File: src/rtl/core/cqbs_pkg.sv
// Shared types, codes and reset values for the calendar queue band scheduler.
`timescale 1ns / 1ps
package cqbs_pkg;

	// Default build sizes.
	localparam int MAX_BANDS_DEF  = 256;
	localparam int FIFO_DEPTH_DEF = 64;

	// Budget counter width: a band budget plus one packet length.
	localparam int BUDGET_W = 37;

	// Shared divider operand widths.
	localparam int DIV_NW = 41;
	localparam int DIV_DW = 32;

	// Configuration port.
	localparam int CFG_IDX_W  = 3;
	localparam int CFG_DATA_W = 36;

	localparam logic [CFG_IDX_W-1:0] REG_INTERVAL     = 3'd0;
	localparam logic [CFG_IDX_W-1:0] REG_MAX_BYTES    = 3'd1;
	localparam logic [CFG_IDX_W-1:0] REG_RATE_PREFILL = 3'd2;
	localparam logic [CFG_IDX_W-1:0] REG_RATE_OTHER   = 3'd3;
	localparam logic [CFG_IDX_W-1:0] REG_BAND_COUNT   = 3'd4;

	// Register reset values.
	localparam logic [31:0] RST_INTERVAL     = 32'd1000000;
	localparam logic [35:0] RST_MAX_BYTES    = 36'd5120000000;
	localparam logic [15:0] RST_RATE_PREFILL = 16'd250;
	localparam logic [15:0] RST_RATE_OTHER   = 16'd20;
	localparam logic [8:0]  RST_BAND_COUNT   = 9'd200;

	// Request modes.
	localparam logic [1:0] MODE_ENQ  = 2'd0;
	localparam logic [1:0] MODE_DEQ  = 2'd1;
	localparam logic [1:0] MODE_TICK = 2'd2;
	localparam logic [1:0] MODE_NONE = 2'd3;

	// Flow classes.
	localparam logic [1:0] CLASS_UNTAGGED = 2'd0;
	localparam logic [1:0] CLASS_PREFILL  = 2'd1;
	localparam logic [1:0] CLASS_DECODE   = 2'd2;

	// Result status codes.
	localparam logic [2:0] STATUS_ENQUEUED = 3'd0;
	localparam logic [2:0] STATUS_REJECTED = 3'd1;
	localparam logic [2:0] STATUS_DEQUEUED = 3'd2;
	localparam logic [2:0] STATUS_EMPTY    = 3'd3;
	localparam logic [2:0] STATUS_ROTATED  = 3'd4;

	typedef struct packed {
		logic [1:0]  mode;
		logic [1:0]  flow_class;
		logic [15:0] packet_bytes;
		logic [15:0] packet_handle;
		logic [39:0] deadline_us;
		logic [39:0] accrued_delay_us;
		logic [39:0] time_now_us;
	} req_t;

	typedef struct packed {
		logic [2:0]  status;
		logic [7:0]  band;
		logic [15:0] out_handle;
		logic [15:0] out_bytes;
	} rsp_t;

endpackage

File: src/rtl/core/cqbs_div.sv
// Restoring divider, one quotient bit per cycle, shared by slack and modulo work.
`timescale 1ns / 1ps
module cqbs_div (
	input  logic                       clk,
	input  logic                       arst_n,
	input  logic                       start,
	input  logic [cqbs_pkg::DIV_NW-1:0] dividend,
	input  logic [cqbs_pkg::DIV_DW-1:0] divisor,
	output logic                       done,
	output logic [cqbs_pkg::DIV_NW-1:0] quotient,
	output logic [cqbs_pkg::DIV_DW-1:0] remainder
);
	import cqbs_pkg::*;

	localparam int CNT_W = $clog2(DIV_NW + 1);

	logic              busy_q;
	logic              done_q;
	logic [CNT_W-1:0]  cnt_q;
	logic [DIV_NW-1:0] quo_q;
	logic [DIV_DW-1:0] rem_q;
	logic [DIV_DW-1:0] div_q;
	logic [DIV_DW:0]   trial;
	logic              ge;
	logic [DIV_DW-1:0] rem_n;

	// One restoring step: shift in the next dividend bit and try a subtract.
	always_comb begin
		trial = {rem_q, quo_q[DIV_NW-1]};
		ge    = trial >= {1'b0, div_q};
		rem_n = ge ? DIV_DW'(trial - {1'b0, div_q}) : DIV_DW'(trial);
	end

	// Control: step counter and completion pulse.
	always_ff @(posedge clk or negedge arst_n) begin
		if (!arst_n) begin
			busy_q <= 1'b0;
			done_q <= 1'b0;
			cnt_q  <= '0;
		end else begin
			done_q <= 1'b0;
			if (start) begin
				busy_q <= 1'b1;
				cnt_q  <= CNT_W'(DIV_NW);
			end else if (busy_q) begin
				cnt_q <= cnt_q - CNT_W'(1);
				if (cnt_q == CNT_W'(1)) begin
					busy_q <= 1'b0;
					done_q <= 1'b1;
				end
			end
		end
	end

	// Datapath: partial remainder and quotient shift register.
	always_ff @(posedge clk) begin
		if (start) begin
			quo_q <= dividend;
			rem_q <= '0;
			div_q <= divisor;
		end else if (busy_q) begin
			quo_q <= {quo_q[DIV_NW-2:0], ge};
			rem_q <= rem_n;
		end
	end

	assign done      = done_q;
	assign quotient  = quo_q;
	assign remainder = rem_q;

endmodule

File: config.mk
export PLATFORM = sky130hd
export DESIGN_NAME = cqbs_div
export DESIGN_NICKNAME = d
export VERILOG_FILES = /design/src/rtl/core/cqbs_pkg.sv /design/src/rtl/core/cqbs_div.sv
export SDC_FILE = /design/constraint.sdc
export NUM_CORES = 1
export LEC_CHECK = 0
export BUFFER_PORTS_ARGS = -buffer_cell sky130_fd_sc_hd__buf_4
export CORE_UTILIZATION = 30
export CTS_CLUSTER_DIAMETER = 200
export DETAILED_ROUTE_END_ITERATION = 7
export SETUP_SLACK_MARGIN = 0.4
export SYNTH_ARGS = -nofsm -noshare
export SYNTH_HDL_FRONTEND = slang
export SYNTH_SLANG_ARGS = --single-unit
File: constraint.sdc
create_clock -name clk -period 3.6 [get_ports clk]
set_input_delay 0.72 -clock clk [delete_from_list [all_inputs] [get_ports clk]]
set_output_delay 0.72 -clock clk [all_outputs]
set_load 0.1 [all_outputs]
# Word level (Yosys, flattened, before mapping)
# Index checks and enable logic that the tools add are counted.
word_totals:
  ff_bits: 113
  latch_bits: 0
  mem_bits_rw: 0
  mem_bits_ro: 0
  in_bits: 76
  wordCells: 22
  memories: 0
op_classes:
  addsub: 2
  multipliers: 0
  n_div: 0
  n_lt_le_gt_ge: 1
  n_eq_ne: 1
  n_shift: 0
  n_mux: 11
  bitwise_logic: 0
  n_reduce_logical: 1
op_table:
  columns: ["operator", "n"]
  rows:
  - ["$mux W41", 2]
  - ["$ge A33 B32 Y1", 1]
  - ["$mux W32", 1]
  - ["$sub A32 B32 Y32", 1]
  - ["$mux W6", 2]
  - ["$eq A6 B1 Y1 const B", 1]
  - ["$mux W1", 6]
  - ["$sub A6 B1 Y6 const B", 1]
  - ["$reduce_bool A2 Y1", 1]

# Logic depth before layout (Yosys ltp)
# Gate-level depths: netlist of run 1.
logic_depth:
  depth_word: 4
  depth_mapped: 13

# Worst setup path before layout of run 1
# No wires, ideal clock.
synth_timing:
  path_type: "register -> register"
  from: "register quo_q[40], in the netlist quotient[40]"
  to: "register rem_q[30], in the netlist remainder[30]"
  setup_ns: 0.096
  t_arrival_ns: 3.206
  t_required_ns: 3.504
  setup_slack_ns: 0.298
  path_stages_with_launch: 13
  period_less_slack_ns: 3.302
  path_cell_list: "edfxtp_1 > inv_1 > ha_1 > fa_1 > nand2b_1 > a21oi_1 > o2111ai_1 > a211oi_1 > o211ai_1 > a21oi_1 > nor3b_1 > a21oi_1 > o221ai_1"
synth_between:
  elab_chain_len: 2
  word_cells_on_any_way: 3
  cone_classes: "1 x add/sub; 1 x order compare; 1 x mux"
synth_rtl:
  columns: ["item", "line", "rtl"]
  rows:
  - ["from (decl)", "cqbs_div.sv:20", "logic [DIV_NW-1:0] quo_q;"]
  - ["from (signal assigned)", "cqbs_div.sv:58", "quo_q <= dividend;"]
  - ["from (signal assigned)", "cqbs_div.sv:62", "quo_q <= {quo_q[DIV_NW-2:0], ge};"]
  - ["$sub A32 B32 Y32 / $ge A33 B32 Y1 (equally long branches)", "cqbs_div.sv:31, cqbs_div.sv:30", null]
  - ["$mux W32 (*)", "cqbs_div.sv:31", "rem_n = ge ? DIV_DW'(trial - {1'b0, div_q}) : DIV_DW'(trial);"]
  - ["to (signal assigned)", "cqbs_div.sv:63", "rem_q <= rem_n;"]
  - ["to (decl)", "cqbs_div.sv:21", "logic [DIV_DW-1:0] rem_q;"]
# Every way passes the cells marked *; elsewhere a longest branch is shown, timed or not.
# A chain may end at the register's enable or synchronous reset.

# Worst setup path in the final report of run 1
layout_timing:
  from: "register quo_q[40], in the netlist quotient[40]"
  to: "register rem_q[20], in the netlist remainder[20]"
# The elaborated chain is that of the path after synthesis.

==> summary.md, run 1 <==
| Metric | Value |
|---|---|
| Run status | completed |
| Area grow syn2layout | 31.16% |
| Vias | 4939 |
| Slew headroom | 0.5382 |
| Critical Path End Type | flip-flop |
| Simple-Gate Fraction of Synth Area | 0.1077 |
| Congestion Overflow GR | 0 |
| CP Max Fanout | 4 |
| Syn_nets | 718 |
| Largest net degree at the start of global routing | 59 |
| CTS tree | yes |
| IO Port Bufs | 149 |
| Clk_skew | 0.01157 ns |
| Pleak | 3.649 nW |
| Share of the synthesized area in the top cell type | 0.3431 |
| First-pass GRT wire length | 26010 microns |
| Crit path launch | quotient[40]$_DFFE_PP_ |
| Net count, final | 863 |
| RSZ-0062 raised after global routing | false |
| Pre-CTS WS | 0.6137 ns |
| Pre-Repair DR Iteration Count | 4 |
| Maximum vdd drop | 0.0003104 V |
| Max_cap viols | 0 |
| Area leader, netlist | edfxtp_1 |
| Main area contributors after synthesis | edfxtp_1, dfxtp_1, mux2_2 |
| Chip Width | 147.9 microns |
| Number of synthesized flops with an enable pin | 73 |
| Total global-route track usage | 0.1533 |
| DRT iter0 DRCs | 236 |
| Slew of the pin with the lowest slew margin | 0.6901 ns |
| Post-synth design cell area | 0.006389 sq mm |
| Clock sinks | 113 |
| Flop2flop setup slack | 0.66 ns |
| Starting Density | 0.3049 |
| Ys flop type | edfxtp_1 |
| Row Count | 53 |
| Layout Utilization | 0.3999 |
| Vias in the first global route | 5018 |
| HP Class | in -> async |
| CTS root buf | clkbuf_16 |
| Mapped Cells | 607 |
| Combinational family with the most area after synthesis | compound AO/OA/AOI/OAI gates |
| Routability cong. | 0.8373 |
| # fillers | 2142 |
| Worst setup margin | 0.6570 ns |
| Ant diodes | 0 |
| Post-synthesis mux area share | 0.09264 |
| DPL Wire Length | 11640 microns |
| Commonest non-fill, non-tap cells in the layout | buf_4, edfxtp_1, nor2_1, a21oi_1, mux2_2 |
| Final Cycle Share | 0.8175 |
| Die area | 0.02188 sq mm |
| Worst reg2reg path depth | 12 |
| Yosys reg bits | 113 |
| CTS clk-pin slew, worst paths | 0.06 ns |
| Clk buf depth | 2 |
| Critical path class | reg -> reg |
| Core area | 0.02096 sq mm |
| Vias per std cell | 4.749 |
| Setup TNS | 0 ns |
| Compound-cell area share of the yosys netlist | 0.1641 |
| Share of cells above drive strength 1 | 0.3412 |
| Routed len/inst | 15.40 microns |
| DRC errors left | 0 |
| Fin. max-slew vios | 0 |
| H-tree Lvls | 4 |
| Initial antenna violation count | 0 |
| Chip height | 147.9 microns |
| Ports | 150 |
| Later-pin clock latency in the skew report | 0.42 ns |
| PwrDens | 736.3 mW/mm^2 |
| Sequential fraction of the synthesis area | 0.4747 |
| FF-to-FF Start | quotient[40]$_DFFE_PP_ |
| Ys Warns | 0 |
| Hold WS | 0.1091 ns |
| # setup viols final | 0 |
| Synth unique cells | 58 |
| Num CTS Buffers | 17 |
| Synth Area per Inst | 10.52 sq um |
| Post-synth ARST share | 0.07080 |
| Adder-Cell Fraction of Synth Area | 0.06972 |
| Routed Antenna Nets | 0 |
| CP endpoint | remainder[20]$_SDFFE_PP0P_ |
| F_max | 0.3398 GHz |
| Startpoint types | flip-flop |
| Min Tclk post-route | 2.943 ns |
| XOR/XNOR Fraction of Synth Area | 0.04524 |
| Worst reg2reg path endpoint | remainder[20]$_SDFFE_PP0P_ |
| Wirelength, routed | 16010 microns |
| Post-CTS Resized | 0 |
| Most common cell after layout, fill and taps aside | buf_4 |
| Crit path DAT | 3.27 ns |
| Final hold vios | 0 |
| Worst EP required | 3.93 ns |
## critical path: stages, from the launching register on
cell and delay (ns):
edfxtp_1 0.40, inv_1 0.06, ha_2 0.20, fa_1 0.41
nand2b_1 0.20, a21oi_2 0.22, o2111ai_2 0.21, nor2b_1 0.20
a31oi_1 0.31, a21oi_1 0.16, xnor2_1 0.16, mux2i_1 0.10
a211oi_1 0.24
## synthesized netlist by cell type (10+ instances only)
master,n
dfxtp_1,32
xor2_1,15
clkbuf_1,19
edfxtp_1,73
nand2_1,32
xnor2_1,18
o21ai_0,22
a21oi_1,52
nor2_1,68
nand2b_1,10
a21o_1,10
a211oi_1,21
inv_1,40
mux2_2,41
ha_1,34
mux2i_1,13
## what timing repair did
action,4_1_cts,5_1_grt
setup endpoints to repair,0,27
buffers inserted,0,3
hold buffers,0,0
endpoints found under the hold margin,0,0
## where the power goes
group | switching, W | total [W] | internal, W
clock | 0.000682 | 0.00165 | 0.000970
combinational | 0.00194 | 0.00277 | 0.000828
sequential | 0.000158 | 0.00175 | 0.00159
## layer usage
metal / share of wire / up-vias / wire length [microns] / global-route usage
li1: - / 2492 / - / -
met1: 0.46 / 2286 / 7410 / 0.1903
met2: 0.45 / 151 / 7234 / 0.2472
met3: 0.076 / 10 / 1210 / 0.05617
met4: 0.0099 / 0 / 159 / 0.04691
met5: 0 / - / 0 / 0
## final cells by class
class                           instances  area (sq um)  share of cell area
Tap cell                              275         344.1             0.04106
Clock inverter                         15         146.4             0.01747
Clock buffer                           17         425.4             0.05077
Sequential cell                       113          3047              0.3636
Multi-Input combinational cell        422          3080              0.3676
Inverter                               40         150.1             0.01792
Timing Repair Buffer                  158          1186              0.1416
## how the worst min path moves through the flow
stage / slack [ns] / endpoint / depth (start not counted)
6_report: 0.11 / done$_DFF_PN0_ / 1
5_1_grt: 0.09 / done$_DFF_PN0_ / 1
4_1_cts: 0.09 / cnt_q[2]$_DFFE_PN0P_ / 1
3_5_place_dp: 0.50 / remainder[1]$_SDFFE_PP0P_ / 2
3_3_place_gp: 0.49 / remainder[1]$_SDFFE_PP0P_ / 2
2_1_floorplan: 0.42 / busy_q$_DFF_PN0_ / 0
## per-stage QoR
step	cells	cell area [sq um]	power (W)
CTS	1037	8357	0.006209
finish	1040	8379	0.006170
floorplan	607	6419	0.003946
detailed placement	1005	7785	0.004525
global route	1040	8379	0.006490
global placement	1005	7785	0.004522
## flip-flops by register name, indices dropped and copies added (netlist names)
signal / flops
div_q: 32
busy_q: 1
cnt_q: 6
done: 1
quotient: 41
remainder: 32
## kinds of logic (layout without fill, tap and decap cells)
group,Yosys count,after routing
muxes,54,54
AOI/OAI and AO/OA,151,151
DFF,113,113
adders and majority gates,35,35
buffers and inverters,72,230
and+or+nand+nor,149,149
xor gates and xnor gates,33,33
Power figures use the tool's default switching activity.
==> inputs of run 2 (changes only) <==
Settings changed: ABC_AREA from default to 1.
Clock period 3.6 ns to 2.9 ns, I/O delays scaled along.
==> summary.md, run 2 <==
| Metric | Value |
|---|---|
| Crit path launch | div_q[28]$_DFFE_PP_ |
| Routability cong. | 0.9434 |
| Register share of total power | 0.245 |
| M1 WL | 9736 microns |
| # setup viols final | 0 |
| Yosys reg bits | 113 |
| Critical path class | reg -> reg |
| Crit path DAT | 2.57 ns |
| Maximum vdd drop | 0.0004632 V |
| Comb pwr share | 0.522 |
| Design Area, Final | 0.009270 sq mm |
| Net count, final | 1267 |
| Vias in the first global route | 6564 |
| Combinational family with the most area after synthesis | simple AND/OR/NAND/NOR gates |
| Largest net degree at the start of global routing | 77 |
| WP buf/inv | 3 |
| Congestion Overflow GR | 0 |
| Commonest cells in the netlist | nand2_1, inv_1, nand3_1 |
| Vias | 6589 |
| Initial antenna violation count | 0 |
| Min-Delay Startpoint | divisor[29] |
| Max_cap viols | 0 |
| DRT iter0 DRCs | 309 |
| Run status | completed |
| HP Class | in -> reg |
| Worst reg2reg path depth | 13 |
| F_max | 0.4434 GHz |
| Ports | 150 |
| Adder-Cell Fraction of Synth Area | 0.06273 |
| Worst EP required | 3.21 ns |
| Ant diodes | 0 |
| Later-pin clock latency in the skew report | 0.42 ns |
| Synth unique cells | 32 |
| Setup TNS | 0 ns |
| Clk buf depth | 2 |
| FF-to-FF Start | div_q[28]$_DFFE_PP_ |
| Critical Path End Type | flip-flop |
| Compound-cell area share of the yosys netlist | 0.04388 |
| Worst Hold Depth | 1 |
| Met2 wire length | 9618 microns |
| Pleak | 4.941 nW |
| PwrDens | 986.2 mW/mm^2 |
| Vias per std cell | 4.446 |
| Main area contributors after synthesis | edfxtp_1, nand2_1, dfxtp_1 |
| Syn_nets | 1112 |
| Cell with the most instances after synthesis | nand2_1 |
| Slew of the pin with the lowest slew margin | 0.9536 ns |
| Core area | 0.02292 sq mm |
| Ys Warns | 0 |
| Ys flop type | edfxtp_1 |
| Top delay family on crit path | compound AO/OA/AOI/OAI gates |
| PnR Total Power | 0.009143 W |
| Routed len/inst | 14.31 microns |
| RSZ-0062 raised after global routing | false |
| Psw | 0.004522 W |
| Synth Area per Inst | 7.093 sq um |
| CTS root buf | clkbuf_16 |
| H-tree Lvls | 4 |
| Hold WS | 0.3321 ns |
| Switching Fraction | 0.4946 |
| Num CTS Buffers | 17 |
| Post-synth ARST share | 0.07080 |
| Final Cycle Share | 0.7776 |
| Post-synth design cell area | 0.007101 sq mm |
| CTS clk-pin slew, worst paths | 0.06 ns |
| Commonest non-fill, non-tap cells in the layout | nand2_1, inv_1, buf_4, nand3_1, edfxtp_1 |
| Critical Path Slowest Stage Cell | edfxtp_1 |
| Post-CTS Setup Bufs | 0 |
| Simple-Gate Fraction of Synth Area | 0.3397 |
| Startpoint types | flip-flop |
| Fin. max-slew vios | 0 |
| Cell repeated most along the worst path | nand2_1 |
| First-pass GRT wire length | 34490 microns |
| Metal3 WL | 1498 microns |
| Row Count | 55 |
| XOR/XNOR Fraction of Synth Area | 0.01727 |
| CP Max Fanout | 15 |
| Area grow syn2layout | 30.56% |
| Starting Density | 0.3099 |
| Highest metal used | met4 |
| Routed Antenna Nets | 0 |
| Number of synthesized flops with an enable pin | 73 |
| Largest register FFs | 41 |
| DPL Wire Length | 16060 microns |
| Max incr delay on CP | 0.37 ns |
| Die area | 0.02429 sq mm |
| CP Cell Sequence | inv_1 > ha_1 > a21oi_1 > nand2_1 > a21oi_1 > nand2_2 > a21oi_4 > buf_4 > nand3_1 > nand2_1 > inv_1 > nand2_1 > nand2_1 |
| Slew headroom | 0.3643 |
| Wirelength, routed | 21210 microns |
| IO Port Bufs | 149 |
| Clock sinks | 113 |
| Share of the synthesized area in the top cell type | 0.3087 |
| Mapped Cells | 1001 |
| CTS tree | yes |
| Share of cells above drive strength 1 | 0.2044 |
| DRC errors left | 0 |
| Chip Width | 155.8 microns |
| Pre-Repair DR Iteration Count | 5 |
| Total global-route track usage | 0.1850 |
| Number of cells on the critical path | 13 |
| Clock power share | 0.233 |
| Chip height | 155.8 microns |
| Min Tclk post-route | 2.255 ns |
| Clk_skew | 0.008761 ns |
| Area leader, netlist | edfxtp_1 |
| Final hold vios | 0 |
| DP Area | 0.008635 sq mm |
| Cell Int Power | 0.004620 W |
| Sequential fraction of the synthesis area | 0.4271 |
| Most common cell after layout, fill and taps aside | nand2_1 |
| Post-synthesis mux area share | 0 |
## run 2: cell count changes in the layout (fill, tap and decap cells not counted), sizes merged, moves of 14 or more
cell    delta
xor2      -14
mux2      -41
nor2      -16
a211oi    -28
nand3     +72
a21oi     -26
nand3b    +20
nand2    +391
inv      +133
## run 2: layout make-up
class,count,area (sq um)
timing repair buffer,159,1237
inverter,175,656.9
sequential,113,3070
clock buffer,17,425.4
fill,2396,13650
tap,313,391.6
multi-input combinational,690,3318
clock inverter,15,170.2
## run 2: cell families after synthesis
logic type / count (synthesis)
compound gates: 57
xor+xnor: 14
fa+ha+maj: 35
buf+inv: 198
flops: 113
simple gates: 584
## run 2: worst register-to-register path: cells and delay by family (launching register included)
family	cells	cell delay [ns]
buf+inv	3	0.39
compound gates	3	0.66
simple gates	6	0.46
flops	1	0.37
fa+ha+maj	1	0.26
## run 2: power by group through the flow
stage	logic (W)	clock network, W	registers (W)
final	0.00477	0.00213	0.00224
after global routing	0.00523	0.00227	0.00228
after floorplan	0.00215	0	0.00376
after global placement	0.00474	0	0.00227
after detailed placement	0.00475	0	0.00227
after CTS	0.00477	0.00219	0.00224
## run 2: per-stage QoR
stage | cells | worst slack [ns] | util
2_1_floorplan | 1001 | 0.4140 | -
3_3_place_gp | 1449 | 0.4797 | 0.3768
3_5_place_dp | 1449 | 0.4628 | 0.3768
4_1_cts | 1482 | 0.4358 | 0.4032
5_1_grt | 1482 | 0.4003 | 0.4045
6_report | 1482 | 0.6448 | 0.4045
## run 2: layer usage
metal	up-vias	global-route usage
met4	0	0.05882
met1	2935	0.2434
met3	25	0.04972
met5	-	0
met2	207	0.2934
li1	3422	-
## run 2: path summary, 6_finish.rpt
path | endpoint | slack [ns]
min | div_q[29]$_DFFE_PP_ | 0.33
min reg2reg | remainder[23]$_SDFFE_PP0P_ | 0.46
max reg2reg | remainder[30]$_SDFFE_PP0P_ | 0.64
max in group asynchronous | cnt_q[1]$_DFFE_PN0P_ | 2.24
min in group asynchronous | cnt_q[4]$_DFFE_PN0P_ | 0.53
max | remainder[30]$_SDFFE_PP0P_ | 0.64
## run 2: timing repair
| item | CTS | global route |
|---|---|---|
| setup endpoints to repair | 0 | 33 |
| gates resized for setup | 0 | 6 |
| hold buffers | 1 | 0 |
| endpoints found under the hold margin | 8 | 0 |
